===== src/rtl/assert_macros.svh =====
// Assertion macros shared by the rotation address generator modules.
`ifndef ASSERT_MACROS_SVH
`define ASSERT_MACROS_SVH

// Concurrent property checked on every rising edge outside reset.
`define IRR_ASSERT(lbl, clk, rst, prop, msg) \
  lbl: assert property (@(posedge clk) disable iff (rst) (prop)) else $error(msg);

// Condition that must never be seen outside reset.
`define IRR_ASSERT_NEVER(lbl, clk, rst, expr, msg) \
  `IRR_ASSERT(lbl, clk, rst, !(expr), msg)

`endif


===== src/rtl/irr_pkg.sv =====
// Shared types, constants and helpers of the right-angle rotation block.
package irr_pkg;

  localparam int SIZE_W      = 13;
  localparam int CH_W        = 3;
  localparam int MODE_W      = 2;
  localparam int SAMPLE_W    = 8;
  localparam int INDEX_W     = 26;
  localparam int CFG_DATA_W  = 13;
  localparam int CFG_INDEX_W = 2;

  localparam int DEF_MAX_WIDTH    = 4096;
  localparam int DEF_MAX_HEIGHT   = 4096;
  localparam int DEF_MAX_CHANNELS = 4;

  localparam int QUEUE_DEPTH = 4;

  localparam logic [SIZE_W-1:0] RESET_WIDTH    = SIZE_W'(1);
  localparam logic [SIZE_W-1:0] RESET_HEIGHT   = SIZE_W'(1);
  localparam logic [CH_W-1:0]   RESET_CHANNELS = CH_W'(3);

  typedef enum logic [CFG_INDEX_W-1:0] {
    REG_IMAGE_WIDTH   = 2'd0,
    REG_IMAGE_HEIGHT  = 2'd1,
    REG_CHANNEL_COUNT = 2'd2,
    REG_ROTATION_MODE = 2'd3
  } reg_index_t;

  typedef enum logic [MODE_W-1:0] {
    MODE_NONE   = 2'd0,
    MODE_ROT90  = 2'd1,
    MODE_ROT180 = 2'd2,
    MODE_ROT270 = 2'd3
  } mode_t;

  // Saturated frame geometry as seen by the front and back parts.
  typedef struct packed {
    logic [SIZE_W-1:0] width;
    logic [SIZE_W-1:0] height;
    logic [CH_W-1:0]   channels;
    mode_t             mode;
  } cfg_t;

  function automatic logic [SIZE_W-1:0] sat_size(input logic [SIZE_W-1:0] v,
                                                 input int unsigned hi);
    logic [SIZE_W-1:0] r;
    r = v;
    if (v == '0) begin
      r = SIZE_W'(1);
    end else if (32'(v) > hi) begin
      r = SIZE_W'(hi);
    end
    return r;
  endfunction

  function automatic logic [CH_W-1:0] sat_chan(input logic [CH_W-1:0] v,
                                               input int unsigned hi);
    logic [CH_W-1:0] r;
    r = v;
    if (v == '0) begin
      r = CH_W'(1);
    end else if (32'(v) > hi) begin
      r = CH_W'(hi);
    end
    return r;
  endfunction

endpackage


===== src/rtl/image_rotate_right_angle_core.sv =====
// Top level of the right-angle rotation address generator.
// Usage:
//   Samples enter on in_valid/in_ready/sample_in in raster order, channel
//   fastest, then column, then row. Each accepted item yields exactly one
//   result on out_valid/out_ready carrying the sample, its index in the
//   rotated buffer, the frame-end flag and the rotated width and height.
//   Geometry and rotation are set through cfg_write/cfg_index/cfg_data,
//   one register per cycle, by the user only while no item is in flight;
//   the block itself does not enforce this. An item waits in a queue slot,
//   then passes the pixel-offset stage, the pixel multiply stage and the
//   channel multiply into the output register. Throughput: one item per
//   cycle while the receiver keeps up; the 13x13-bit pixel multiply and
//   the channel multiply each take a pipeline stage of their own.
//   When the receiver stalls the pipeline holds and the four-entry queue
//   fills; in_ready drops only once the queue is full.
//   Reset clears the raster counters, empties the queue and pipeline and
//   loads width 1, height 1, three channels and no rotation.
module image_rotate_right_angle_core #(
  parameter int MAX_WIDTH    = irr_pkg::DEF_MAX_WIDTH,
  parameter int MAX_HEIGHT   = irr_pkg::DEF_MAX_HEIGHT,
  parameter int MAX_CHANNELS = irr_pkg::DEF_MAX_CHANNELS
) (
  input  logic                            clk,
  input  logic                            rst,
  input  logic                            cfg_write,
  input  logic [irr_pkg::CFG_INDEX_W-1:0] cfg_index,
  input  logic [irr_pkg::CFG_DATA_W-1:0]  cfg_data,
  input  logic                            in_valid,
  output logic                            in_ready,
  input  logic [irr_pkg::SAMPLE_W-1:0]    sample_in,
  output logic                            out_valid,
  input  logic                            out_ready,
  output logic [irr_pkg::SAMPLE_W-1:0]    sample_out,
  output logic [irr_pkg::INDEX_W-1:0]     dest_index,
  output logic                            frame_last,
  output logic [irr_pkg::SIZE_W-1:0]      out_width,
  output logic [irr_pkg::SIZE_W-1:0]      out_height
);
  import irr_pkg::*;

  localparam int XW      = $clog2(MAX_WIDTH);
  localparam int YW      = $clog2(MAX_HEIGHT);
  localparam int CHW     = (MAX_CHANNELS > 1) ? $clog2(MAX_CHANNELS) : 1;
  localparam int ENTRY_W = SAMPLE_W + 1 + CHW + YW + XW;

  logic [SIZE_W-1:0] image_width, image_height;
  logic [CH_W-1:0]   channel_count;
  mode_t             rotation_mode;
  cfg_t              cfg;

  logic               q_push, q_full, q_pop, q_not_empty;
  logic [ENTRY_W-1:0] q_in, q_head;

  always_ff @(posedge clk) begin
    if (rst) begin
      image_width   <= RESET_WIDTH;
      image_height  <= RESET_HEIGHT;
      channel_count <= RESET_CHANNELS;
      rotation_mode <= MODE_NONE;
    end else if (cfg_write) begin
      case (cfg_index)
        REG_IMAGE_WIDTH:   image_width   <= cfg_data;
        REG_IMAGE_HEIGHT:  image_height  <= cfg_data;
        REG_CHANNEL_COUNT: channel_count <= cfg_data[CH_W-1:0];
        REG_ROTATION_MODE: rotation_mode <= mode_t'(cfg_data[MODE_W-1:0]);
        default: ;
      endcase
    end
  end

  // Bring sizes into their supported ranges before use.
  always_comb begin
    cfg.width    = sat_size(image_width, MAX_WIDTH);
    cfg.height   = sat_size(image_height, MAX_HEIGHT);
    cfg.channels = sat_chan(channel_count, MAX_CHANNELS);
    cfg.mode     = rotation_mode;
  end

  irr_front #(
    .MAX_WIDTH    (MAX_WIDTH),
    .MAX_HEIGHT   (MAX_HEIGHT),
    .MAX_CHANNELS (MAX_CHANNELS),
    .ENTRY_W      (ENTRY_W)
  ) u_front (
    .clk       (clk),
    .rst       (rst),
    .cfg       (cfg),
    .in_valid  (in_valid),
    .in_ready  (in_ready),
    .sample_in (sample_in),
    .q_full    (q_full),
    .q_push    (q_push),
    .q_data    (q_in)
  );

  irr_queue #(
    .DATA_W (ENTRY_W),
    .DEPTH  (QUEUE_DEPTH)
  ) u_queue (
    .clk       (clk),
    .rst       (rst),
    .push      (q_push),
    .push_data (q_in),
    .full      (q_full),
    .pop       (q_pop),
    .not_empty (q_not_empty),
    .head      (q_head)
  );

  irr_back #(
    .MAX_WIDTH    (MAX_WIDTH),
    .MAX_HEIGHT   (MAX_HEIGHT),
    .MAX_CHANNELS (MAX_CHANNELS),
    .ENTRY_W      (ENTRY_W)
  ) u_back (
    .clk        (clk),
    .rst        (rst),
    .cfg        (cfg),
    .q_valid    (q_not_empty),
    .q_head     (q_head),
    .q_pop      (q_pop),
    .out_valid  (out_valid),
    .out_ready  (out_ready),
    .sample_out (sample_out),
    .dest_index (dest_index),
    .frame_last (frame_last),
    .out_width  (out_width),
    .out_height (out_height)
  );

endmodule


===== src/rtl/irr_front.sv =====
// Front part: raster counters, coordinate clamping and frame-end detection.
`include "assert_macros.svh"

module irr_front #(
  parameter int MAX_WIDTH    = irr_pkg::DEF_MAX_WIDTH,
  parameter int MAX_HEIGHT   = irr_pkg::DEF_MAX_HEIGHT,
  parameter int MAX_CHANNELS = irr_pkg::DEF_MAX_CHANNELS,
  parameter int ENTRY_W      = 40
) (
  input  logic                           clk,
  input  logic                           rst,
  input  irr_pkg::cfg_t                  cfg,
  input  logic                           in_valid,
  output logic                           in_ready,
  input  logic [irr_pkg::SAMPLE_W-1:0]   sample_in,
  input  logic                           q_full,
  output logic                           q_push,
  output logic [ENTRY_W-1:0]             q_data
);
  import irr_pkg::*;

  localparam int XW  = $clog2(MAX_WIDTH);
  localparam int YW  = $clog2(MAX_HEIGHT);
  localparam int CHW = (MAX_CHANNELS > 1) ? $clog2(MAX_CHANNELS) : 1;
  localparam int XCW = (XW > SIZE_W) ? XW : SIZE_W;
  localparam int YCW = (YW > SIZE_W) ? YW : SIZE_W;
  localparam int CCW = (CHW > CH_W) ? CHW : CH_W;

  logic [XW-1:0]  column_count, column_count_next;
  logic [YW-1:0]  row_count, row_count_next;
  logic [CHW-1:0] channel_index, channel_index_next;

  logic [XCW-1:0] x_wide, w_wide, xe_wide;
  logic [YCW-1:0] y_wide, h_wide, ye_wide;
  logic [CCW-1:0] c_wide, nc_wide, ce_wide;
  logic           end_chan, end_col, end_row, last;

  assign in_ready = !q_full;
  assign q_push   = in_valid && !q_full;

  always_comb begin
    x_wide  = XCW'(column_count);
    w_wide  = XCW'(cfg.width);
    y_wide  = YCW'(row_count);
    h_wide  = YCW'(cfg.height);
    c_wide  = CCW'(channel_index);
    nc_wide = CCW'(cfg.channels);
    // Clamp counters left beyond a size that shrank mid-frame.
    xe_wide = (x_wide >= w_wide) ? w_wide - XCW'(1) : x_wide;
    ye_wide = (y_wide >= h_wide) ? h_wide - YCW'(1) : y_wide;
    ce_wide = (c_wide >= nc_wide) ? nc_wide - CCW'(1) : c_wide;

    end_chan = (ce_wide == nc_wide - CCW'(1));
    end_col  = (xe_wide == w_wide - XCW'(1));
    end_row  = (ye_wide == h_wide - YCW'(1));
    last     = end_chan && end_col && end_row;

    channel_index_next = CHW'(ce_wide + CCW'(1));
    column_count_next  = xe_wide[XW-1:0];
    row_count_next     = ye_wide[YW-1:0];
    if (end_chan) begin
      channel_index_next = '0;
      if (end_col) begin
        column_count_next = '0;
        row_count_next    = end_row ? '0 : YW'(ye_wide + YCW'(1));
      end else begin
        column_count_next = XW'(xe_wide + XCW'(1));
      end
    end

    q_data = {sample_in, last, ce_wide[CHW-1:0], ye_wide[YW-1:0], xe_wide[XW-1:0]};
  end

  always_ff @(posedge clk) begin
    if (rst) begin
      column_count  <= '0;
      row_count     <= '0;
      channel_index <= '0;
    end else if (q_push) begin
      column_count  <= column_count_next;
      row_count     <= row_count_next;
      channel_index <= channel_index_next;
    end
  end

  `IRR_ASSERT(a_wrap_after_last, clk, rst,
    (q_push && last) |=> (column_count == '0 && row_count == '0 && channel_index == '0),
    "counters did not return to zero after the last sample")

endmodule


===== src/rtl/irr_queue.sv =====
// Short item queue between the front and back parts.
`include "assert_macros.svh"

module irr_queue #(
  parameter int DATA_W = 40,
  parameter int DEPTH  = irr_pkg::QUEUE_DEPTH
) (
  input  logic              clk,
  input  logic              rst,
  input  logic              push,
  input  logic [DATA_W-1:0] push_data,
  output logic              full,
  input  logic              pop,
  output logic              not_empty,
  output logic [DATA_W-1:0] head
);
  import irr_pkg::*;

  localparam int PTR_W = (DEPTH > 1) ? $clog2(DEPTH) : 1;
  localparam int CNT_W = $clog2(DEPTH + 1);

  logic [DATA_W-1:0] slots [DEPTH];
  logic [PTR_W-1:0]  wr_ptr, rd_ptr;
  logic [CNT_W-1:0]  count;

  assign full      = (count == CNT_W'(DEPTH));
  assign not_empty = (count != '0);
  assign head      = slots[rd_ptr];

  always_ff @(posedge clk) begin
    if (push) begin
      slots[wr_ptr] <= push_data;
    end
  end

  always_ff @(posedge clk) begin
    if (rst) begin
      wr_ptr <= '0;
      rd_ptr <= '0;
      count  <= '0;
    end else begin
      if (push) begin
        wr_ptr <= (wr_ptr == PTR_W'(DEPTH - 1)) ? '0 : wr_ptr + PTR_W'(1);
      end
      if (pop) begin
        rd_ptr <= (rd_ptr == PTR_W'(DEPTH - 1)) ? '0 : rd_ptr + PTR_W'(1);
      end
      if (push && !pop) begin
        count <= count + CNT_W'(1);
      end else if (pop && !push) begin
        count <= count - CNT_W'(1);
      end
    end
  end

  `IRR_ASSERT(a_count_bound, clk, rst, count <= CNT_W'(DEPTH),
    "queue fill count beyond depth")
  `IRR_ASSERT(a_count_step, clk, rst,
    (push && !pop) |=> (count == $past(count) + CNT_W'(1)),
    "queue fill count did not advance on a lone push")

endmodule


===== src/rtl/irr_back.sv =====
// Back part: three-stage destination index pipeline whose last stage is the output register.
`include "assert_macros.svh"

module irr_back #(
  parameter int MAX_WIDTH    = irr_pkg::DEF_MAX_WIDTH,
  parameter int MAX_HEIGHT   = irr_pkg::DEF_MAX_HEIGHT,
  parameter int MAX_CHANNELS = irr_pkg::DEF_MAX_CHANNELS,
  parameter int ENTRY_W      = 40
) (
  input  logic                          clk,
  input  logic                          rst,
  input  irr_pkg::cfg_t                 cfg,
  input  logic                          q_valid,
  input  logic [ENTRY_W-1:0]            q_head,
  output logic                          q_pop,
  output logic                          out_valid,
  input  logic                          out_ready,
  output logic [irr_pkg::SAMPLE_W-1:0]  sample_out,
  output logic [irr_pkg::INDEX_W-1:0]   dest_index,
  output logic                          frame_last,
  output logic [irr_pkg::SIZE_W-1:0]    out_width,
  output logic [irr_pkg::SIZE_W-1:0]    out_height
);
  import irr_pkg::*;

  localparam int XW  = $clog2(MAX_WIDTH);
  localparam int YW  = $clog2(MAX_HEIGHT);
  localparam int CHW = (MAX_CHANNELS > 1) ? $clog2(MAX_CHANNELS) : 1;
  localparam int XYW = (XW > YW) ? XW : YW;
  localparam int CW  = (XYW > SIZE_W) ? XYW : SIZE_W;
  localparam int PW  = CW + SIZE_W;

  // Unpack the queue head.
  logic [XW-1:0]       hx;
  logic [YW-1:0]       hy;
  logic [CHW-1:0]      hc;
  logic                hlast;
  logic [SAMPLE_W-1:0] hsample;

  assign {hsample, hlast, hc, hy, hx} = q_head;

  logic [SIZE_W-1:0] ow, oh;
  logic [CW-1:0]     xw, yw, oww, ohw, a_in, b_in;

  // Stage registers.
  logic                v1, v2, v3;
  logic [CW-1:0]       a1, b1;
  logic [CHW-1:0]      c1, c2;
  logic [SAMPLE_W-1:0] s1, s2;
  logic                l1, l2;
  logic [INDEX_W-1:0]  pix2;
  logic [PW-1:0]       pix_full;
  logic [INDEX_W+CH_W-1:0] idx_full;
  logic                adv1, adv2, adv3;

  assign ow = cfg.mode[0] ? cfg.height : cfg.width;
  assign oh = cfg.mode[0] ? cfg.width : cfg.height;

  always_comb begin
    xw  = CW'(hx);
    yw  = CW'(hy);
    oww = CW'(ow);
    ohw = CW'(oh);
    // Destination pixel is a * ow + b for every mode.
    case (cfg.mode)
      MODE_ROT90: begin
        a_in = xw;
        b_in = oww - yw - CW'(1);
      end
      MODE_ROT180: begin
        a_in = ohw - yw - CW'(1);
        b_in = oww - xw - CW'(1);
      end
      MODE_ROT270: begin
        a_in = ohw - xw - CW'(1);
        b_in = yw;
      end
      default: begin
        a_in = yw;
        b_in = xw;
      end
    endcase
  end

  // Each stage advances when the one after it has room.
  assign adv3  = !v3 || out_ready;
  assign adv2  = !v2 || adv3;
  assign adv1  = !v1 || adv2;
  assign q_pop = q_valid && adv1;

  assign pix_full = a1 * PW'(ow) + PW'(b1);
  assign idx_full = (INDEX_W + CH_W)'(pix2) * (INDEX_W + CH_W)'(cfg.channels)
                  + (INDEX_W + CH_W)'(c2);

  always_ff @(posedge clk) begin
    if (rst) begin
      v1 <= 1'b0;
      v2 <= 1'b0;
      v3 <= 1'b0;
    end else begin
      if (adv1) v1 <= q_valid;
      if (adv2) v2 <= v1;
      if (adv3) v3 <= v2;
    end
  end

  always_ff @(posedge clk) begin
    if (adv1) begin
      a1 <= a_in;
      b1 <= b_in;
      c1 <= hc;
      s1 <= hsample;
      l1 <= hlast;
    end
    if (adv2) begin
      pix2 <= pix_full[INDEX_W-1:0];
      c2   <= c1;
      s2   <= s1;
      l2   <= l1;
    end
    if (adv3) begin
      dest_index <= idx_full[INDEX_W-1:0];
      sample_out <= s2;
      frame_last <= l2;
    end
  end

  assign out_valid  = v3;
  assign out_width  = ow;
  assign out_height = oh;

  `IRR_ASSERT(a_stage2_source, clk, rst, $rose(v2) |-> $past(v1),
    "index stage filled without a pixel stage item")
  `IRR_ASSERT(a_stage3_source, clk, rst, $rose(v3) |-> $past(v2),
    "output stage filled without an index stage item")

endmodule


===== config.mk =====
export PLATFORM = sky130hd
export DESIGN_NAME = image_rotate_right_angle_core
export DESIGN_NICKNAME = d
export VERILOG_FILES = /design/src/rtl/irr_pkg.sv /design/src/rtl/image_rotate_right_angle_core.sv /design/src/rtl/irr_front.sv /design/src/rtl/irr_queue.sv /design/src/rtl/irr_back.sv
export VERILOG_INCLUDE_DIRS = /design/src /design/src/rtl
export SDC_FILE = /design/constraint.sdc
export NUM_CORES = 1
export LEC_CHECK = 0
export BUFFER_PORTS_ARGS = -buffer_cell sky130_fd_sc_hd__buf_2
export CAP_MARGIN = 20
export CORE_MARGIN = 2
export CORE_UTILIZATION = 35
export DETAILED_ROUTE_END_ITERATION = 10
export GPL_ROUTABILITY_DRIVEN = 0
export PLACE_DENSITY = 0.51
export SLEW_MARGIN = 20
export SYNTH_ARGS = -nofsm -noshare
export SYNTH_HDL_FRONTEND = slang
export SYNTH_SLANG_ARGS = --single-unit

===== constraint.sdc =====
create_clock -name clk -period 9 [get_ports clk]
set_clock_uncertainty 0.05 [all_clocks]
set_input_delay 0.45 -clock clk [delete_from_list [all_inputs] [get_ports clk]]
set_output_delay 0.45 -clock clk [all_outputs]
set_load 0.005 [all_outputs]

==> reports/results.tsv, run 1 <==
metric	value	unit
drt wl/cell	18.3	um
Detailed Route WL	63500	um
fmax	128	MHz
CTS root buffer	clkbuf_16	
hold depth	1	
Pwr Density	281	nW/um^2
hold worst-path end	u_queue.slots[2][32]	
Synth Area in Simple Gates	13.9	%
mapped cell area	25100	sq um
via count	18000	
warnings from Yosys	0	
CTS tree	yes	
design area	28000	sq um
PortBufs	90	
Final Hold Viols	0	
setup repair bufs after CTS	0	
cts-stage hold buffer count	0	
Layout Nets	2900	
residual antenna-violating net count after detailed routing	0	
Crit Path Category	register to register	
worst rel slew slack	24.8	%
RSZ-0062 raised after global routing	false	
total power	7.87	mW
post-synth top area share	29.8	%
area delta synth->final	11.4	%
number of synthesized flops with an enable pin	249	
number of global-route vias before repair	18300	
Syn Area/Cell	10.4	sq um
Hold Startpoint	sample_in[5]	
syn_nets	2829	
cell count after placement	3397	
R2R cell count	24	
drt first pass iters	7	
Iter 0 DRT Violations	1220	
clock buffer count from CTS	39	
H-tree depth	2	
number of core rows	98	
RR Endpoint	u_back.pix2[22]	
type of the worst min-delay path	input port to register	
gr ovfl total	0	
Detail Placement HPWL	49000	um
multiplexer share of the synthesized area	6.59	%
Final Util	39.3	%
post-synthesis xor/xnor area fraction	4.29	%
status	finished clean	
clk buf depth	3	
Yosys cell types	88	
metal2 WL	30100	um
Max-Cap Viols	0	
final setup fails	0	
crit path DAT	8.19	ns
ant diodes	0	
Lkg Pwr	12.5	nW
register area share after synthesis	35.2	%
worst slew pin tran	1.12	ns
Initial Utilization	35.3	%
Die ar.	74000	sq um
Worst EP required	9.35	ns
crit-path max FO	14	
layout cells sized above 1	11.0	%
largest family of logic cells by synthesized area	adder cells	
DR DRC count	0	
Synth area leaders	edfxtp_1, fa_1, ha_1, dfxtp_1, mux4_2	
Synth area leader	edfxtp_1	
r2r setup slk	1.16	ns
#FFs+latches synth	318	
Core ar.	71200	sq um
prevailing post-synth register cell	edfxtp_1	
Startpoint Class	register	
die height	272	um
adder-cell area share of the yosys netlist	23.9	%
max layer used	met4	
Max Slew Vio Count	0	
DRT met1 WL	28700	um
ys async rst share	0	%
Final Non-Filler Cells	3468	
first-pass GRT wire length	101000	um
Die Span X	272	um
Gate Count Post-Synth	2417	
Total GRT Usage	17.1	%
Setup TNS Final	0	ns
maximum vdd drop	168	uV
Final Critical Period	7.84	ns
clk_lat worst skew	0.57	ns
r2r startpoint	image_width[2]	
Synth Area in Compound Gates	10.1	%
Boundary Pins	91	
clk slew on worst S/H paths	0.06	ns
CP endpoint kind	register	
largest net degree at the start of global routing	53	
# resized after CTS	0	
initial antenna violation count	0	
vias per cell	5.18	
crit share post-route	87.1	%
Post-DP Area	26700	sq um
Routed met3 length	2680	um
clk sinks	318	
[registers in the layout, indices dropped and copies added, names as in the netlist, 3 cells and up, named ones only]
signal and count:
u_queue.slots 140, u_back.pix2 26, channel_count 3, u_back.s2 8, u_front.column_count 12, u_back.sample_out 8, image_height 13, u_back.dest_index 26
image_width 13, u_back.a1 13, u_back.s1 8, u_front.row_count 12, u_back.b1 13, u_queue.count 3
[placed cells by master (no fill, tap or decap), drive strengths merged, types with 53 or more instances in the layout]
cell,netlist,routed
and2,93,93
a21oi,128,128
fa,159,159
inv,297,300
nor2,95,95
edfxtp,249,249
ha,225,225
mux4,53,53
dfxtp,69,69
xnor2,73,73
o21ai,71,71
nand2,298,298
buf,31,128
[per-stage QoR]
stage,setup slack (ns),hold slack [ns]
floorplan,1.97,0.350
global placement,1.44,0.351
detailed placement,1.27,0.356
CTS,1.17,0.0356
global route,0.609,0.0472
finish,1.16,0.0704
[worst max-delay path: stages (launching register included)]
cell and delay [ns]:
dfxtp_1 0.44, nor4_1 0.64, a41oi_1 0.25, nor2_1 0.38
inv_1 0.15, o21ai_1 0.69, nand2_1 0.18, fa_1 0.57
inv_1 0.05, fa_1 0.50, inv_1 0.05, fa_1 0.52
inv_1 0.05, fa_1 0.47, inv_1 0.05, fa_1 0.47
inv_1 0.04, ha_1 0.29, o21a_1 0.14, o211a_1 0.15
o41a_1 0.36, o21ai_0 0.43, o31ai_1 0.21, or4_1 0.43
nand4_1 0.10
[synthesized netlist by cell type (all sizes together), types with 67 or more instances]
cell type,instances
nand2,298
inv,297
edfxtp,249
ha,225
fa,159
a21oi,128
nor2,95
and2,93
xnor2,73
o21ai,71
dfxtp,69
clkbuf,67
[worst max path at each step]
stage | start | endpoint | slack [ns] | depth (start not counted)
2_1_floorplan | image_height[12] | u_back.pix2[21] | 1.97 | 28
3_3_place_gp | image_width[12] | u_back.pix2[22] | 1.44 | 24
3_5_place_dp | image_width[2] | u_back.pix2[22] | 1.27 | 24
4_1_cts | image_width[2] | u_back.pix2[22] | 1.17 | 24
5_1_grt | image_width[2] | u_back.pix2[22] | 0.61 | 24
6_report | image_width[2] | u_back.pix2[22] | 1.16 | 24
[area by class of cell]
class                   instances  area, sq um
well taps                     950         1190
clock inverters                21          224
fillers                      6954        43200
multi-input cells            1702        14800
repair buffers                128          736
inverters                     299         1120
clock buffers                  50         1050
flip-flops and latches        318         8860
[cells by family (layout without fill, tap and decap cells)]
logic type | count (synthesis) | in the layout
AND/OR/NAND/NOR | 709 | 709
buffers and inverters | 397 | 498
AO/OA/AOI/OAI | 388 | 388
adder cells (fa/ha/maj) | 384 | 384
flip-flops | 318 | 318
XOR/XNOR | 123 | 123
multiplexers | 98 | 98
[per-layer routing]
layer,vias to the layer above,GRT usage [%]
met2,430,29.1
met5,-,0
met3,95,2.17
li1,8556,-
met4,0,5.58
met1,8889,22.7
[power by group]
group	internal, mW	switching (mW)
sequential	2.14	0.308
clock	0.942	0.625
combinational	1.69	2.16
Note: power is estimated with default switching activity, not from simulation.
==> run 2, diff against run 1 <==
CAP_MARGIN = 40   (was 20)
PLACE_DENSITY = not set   (was 0.51)
==> reports/results.tsv, run 2 (same netlist as run 1, synthesis figures left out) <==
metric	value	unit
status	finished clean	
ant diodes	0	
crit path DAT	7.93	ns
Crit Path Category	register to register	
clk_lat worst skew	0.57	ns
die height	272	um
Final WS setup	1.46	ns
Die ar.	74000	sq um
CP endpoint kind	register	
residual antenna-violating net count after detailed routing	0	
DR DRC count	0	
crit-path max FO	26	
clk sinks	318	
Core ar.	71200	sq um
Final Critical Period	7.54	ns
type of the worst min-delay path	input port to register	
CTS root buffer	clkbuf_16	
Hold Startpoint	sample_in[1]	
R2R cell count	25	
Total GRT Usage	17.1	%
first-pass GRT wire length	101000	um
vias per cell	5.21	
Pwr Density	278	nW/um^2
number of global-route vias before repair	18500	
PortBufs	90	
hold depth	1	
CTS tree	yes	
max reg flops	140	
layout cells sized above 1	11.2	%
RR Endpoint	u_back.pix2[22]	
Max-Cap Viols	0	
maximum vdd drop	140	uV
Worst EP required	9.39	ns
initial antenna violation count	1	
Max Slew Vio Count	0	
Startpoint Class	register	
Die Span X	272	um
Final Hold Viols	0	
Initial Utilization	35.3	%
fmax	133	MHz
r2r setup slk	1.46	ns
Final Non-Filler Cells	3475	
r2r startpoint	image_width[12]	
clk buf depth	3	
Post-DP Area	26700	sq um
drt first pass iters	7	
crit share post-route	83.8	%
gr ovfl total	0	
area delta synth->final	11.1	%
via count	18100	
worst slew pin tran	0.882	ns
Boundary Pins	91	
Setup TNS Final	0	ns
clk slew on worst S/H paths	0.06	ns
number of core rows	98	
Place WS	1.48	ns
Detailed Route WL	62800	um
clock buffer count from CTS	38	
cts-stage hold buffer count	0	
H-tree depth	2	
drt wl/cell	18.1	um
final setup fails	0	
largest net degree at the start of global routing	53	
hold worst-path end	u_queue.slots[2][28]	
RSZ-0062 raised after global routing	false	
filler instances	6917	
worst rel slew slack	40.6	%
Layout Nets	2907	
Lkg Pwr	12.5	nW
Top Registers	u_queue.slots x140, u_back.dest_index x26, u_back.pix2 x26	
Largest Register	u_queue.slots	
# resized after CTS	0	
Detail Placement HPWL	47000	um
cell count after placement	3402	
setup repair bufs after CTS	0	
commonest non-fill, non-tap cell in the layout	nand2_1	
Iter 0 DRT Violations	1425	
design area	27900	sq um
most frequent cells in the layout	nand2_1, inv_1, edfxtp_1	
## run 2: cell types whose count changed in the layout (fill, tap and decap cells not counted), moves of 3 or more
cell       change
bufinv_16      -4
buf_6          +3
clkinv_1       +4
buf_2          +3
clkbuf_1       -5
clkinv_2       +3
## run 2: through the flow
stage          utilization, %  power (mW)  hold WS (ns)
2_1_floorplan               -        5.29         0.350
3_3_place_gp             37.5        6.21         0.351
3_5_place_dp             37.5        6.32         0.355
4_1_cts                  39.2        7.81        0.0421
5_1_grt                  39.2        8.42        0.0530
6_report                 39.2        7.76        0.0683
## run 2: metal layers
layer	global-route usage, %	wire (um)
met1	23.1	28500
met4	4.96	1740
met2	28.2	28800
met5	0	10
met3	2.88	3830
## run 2: worst max-delay path by stage
stage	start	endpoint	slack (ns)
finish	image_width[12]	u_back.pix2[22]	1.46
global route	image_width[2]	u_back.pix2[22]	1.01
CTS	image_width[12]	u_back.pix2[22]	1.50
detailed placement	image_width[12]	u_back.pix2[22]	1.48
global placement	image_width[12]	u_back.pix2[22]	1.59
floorplan	image_height[12]	u_back.pix2[21]	1.97
## run 2: critical path: stages (launching register included)
cell	delay [ns]
dfxtp_1	0.84
inv_1	0.32
nand2_1	0.24
mux2i_2	0.23
buf_6	0.24
and2_1	0.17
fa_1	0.54
inv_1	0.05
fa_1	0.49
inv_1	0.06
fa_1	0.45
ha_1	0.29
fa_1	0.48
inv_1	0.05
fa_1	0.47
inv_1	0.04
ha_1	0.19
or3_1	0.36
nor2_1	0.10
o21ai_0	0.09
o211a_1	0.18
o41a_1	0.36
o21ai_0	0.39
o31ai_1	0.20
or4_1	0.42
nand4_1	0.11
## run 2: report_power, final
group          internal [mW]  switching (mW)
Sequential              2.14           0.294
Combinational           1.71            2.18
Clock                  0.806           0.637
## run 2: cell type report
type / count / area (sq um) / area share, %
Multi-Input combinational cell: 1702 / 14800 / 53.0
Clock inverter: 26 / 158 / 0.564
Timing Repair Buffer: 136 / 806 / 2.89
Tap cell: 950 / 1190 / 4.26
Inverter: 299 / 1120 / 4.02
Sequential cell: 318 / 8860 / 31.7
Clock buffer: 44 / 1000 / 3.60
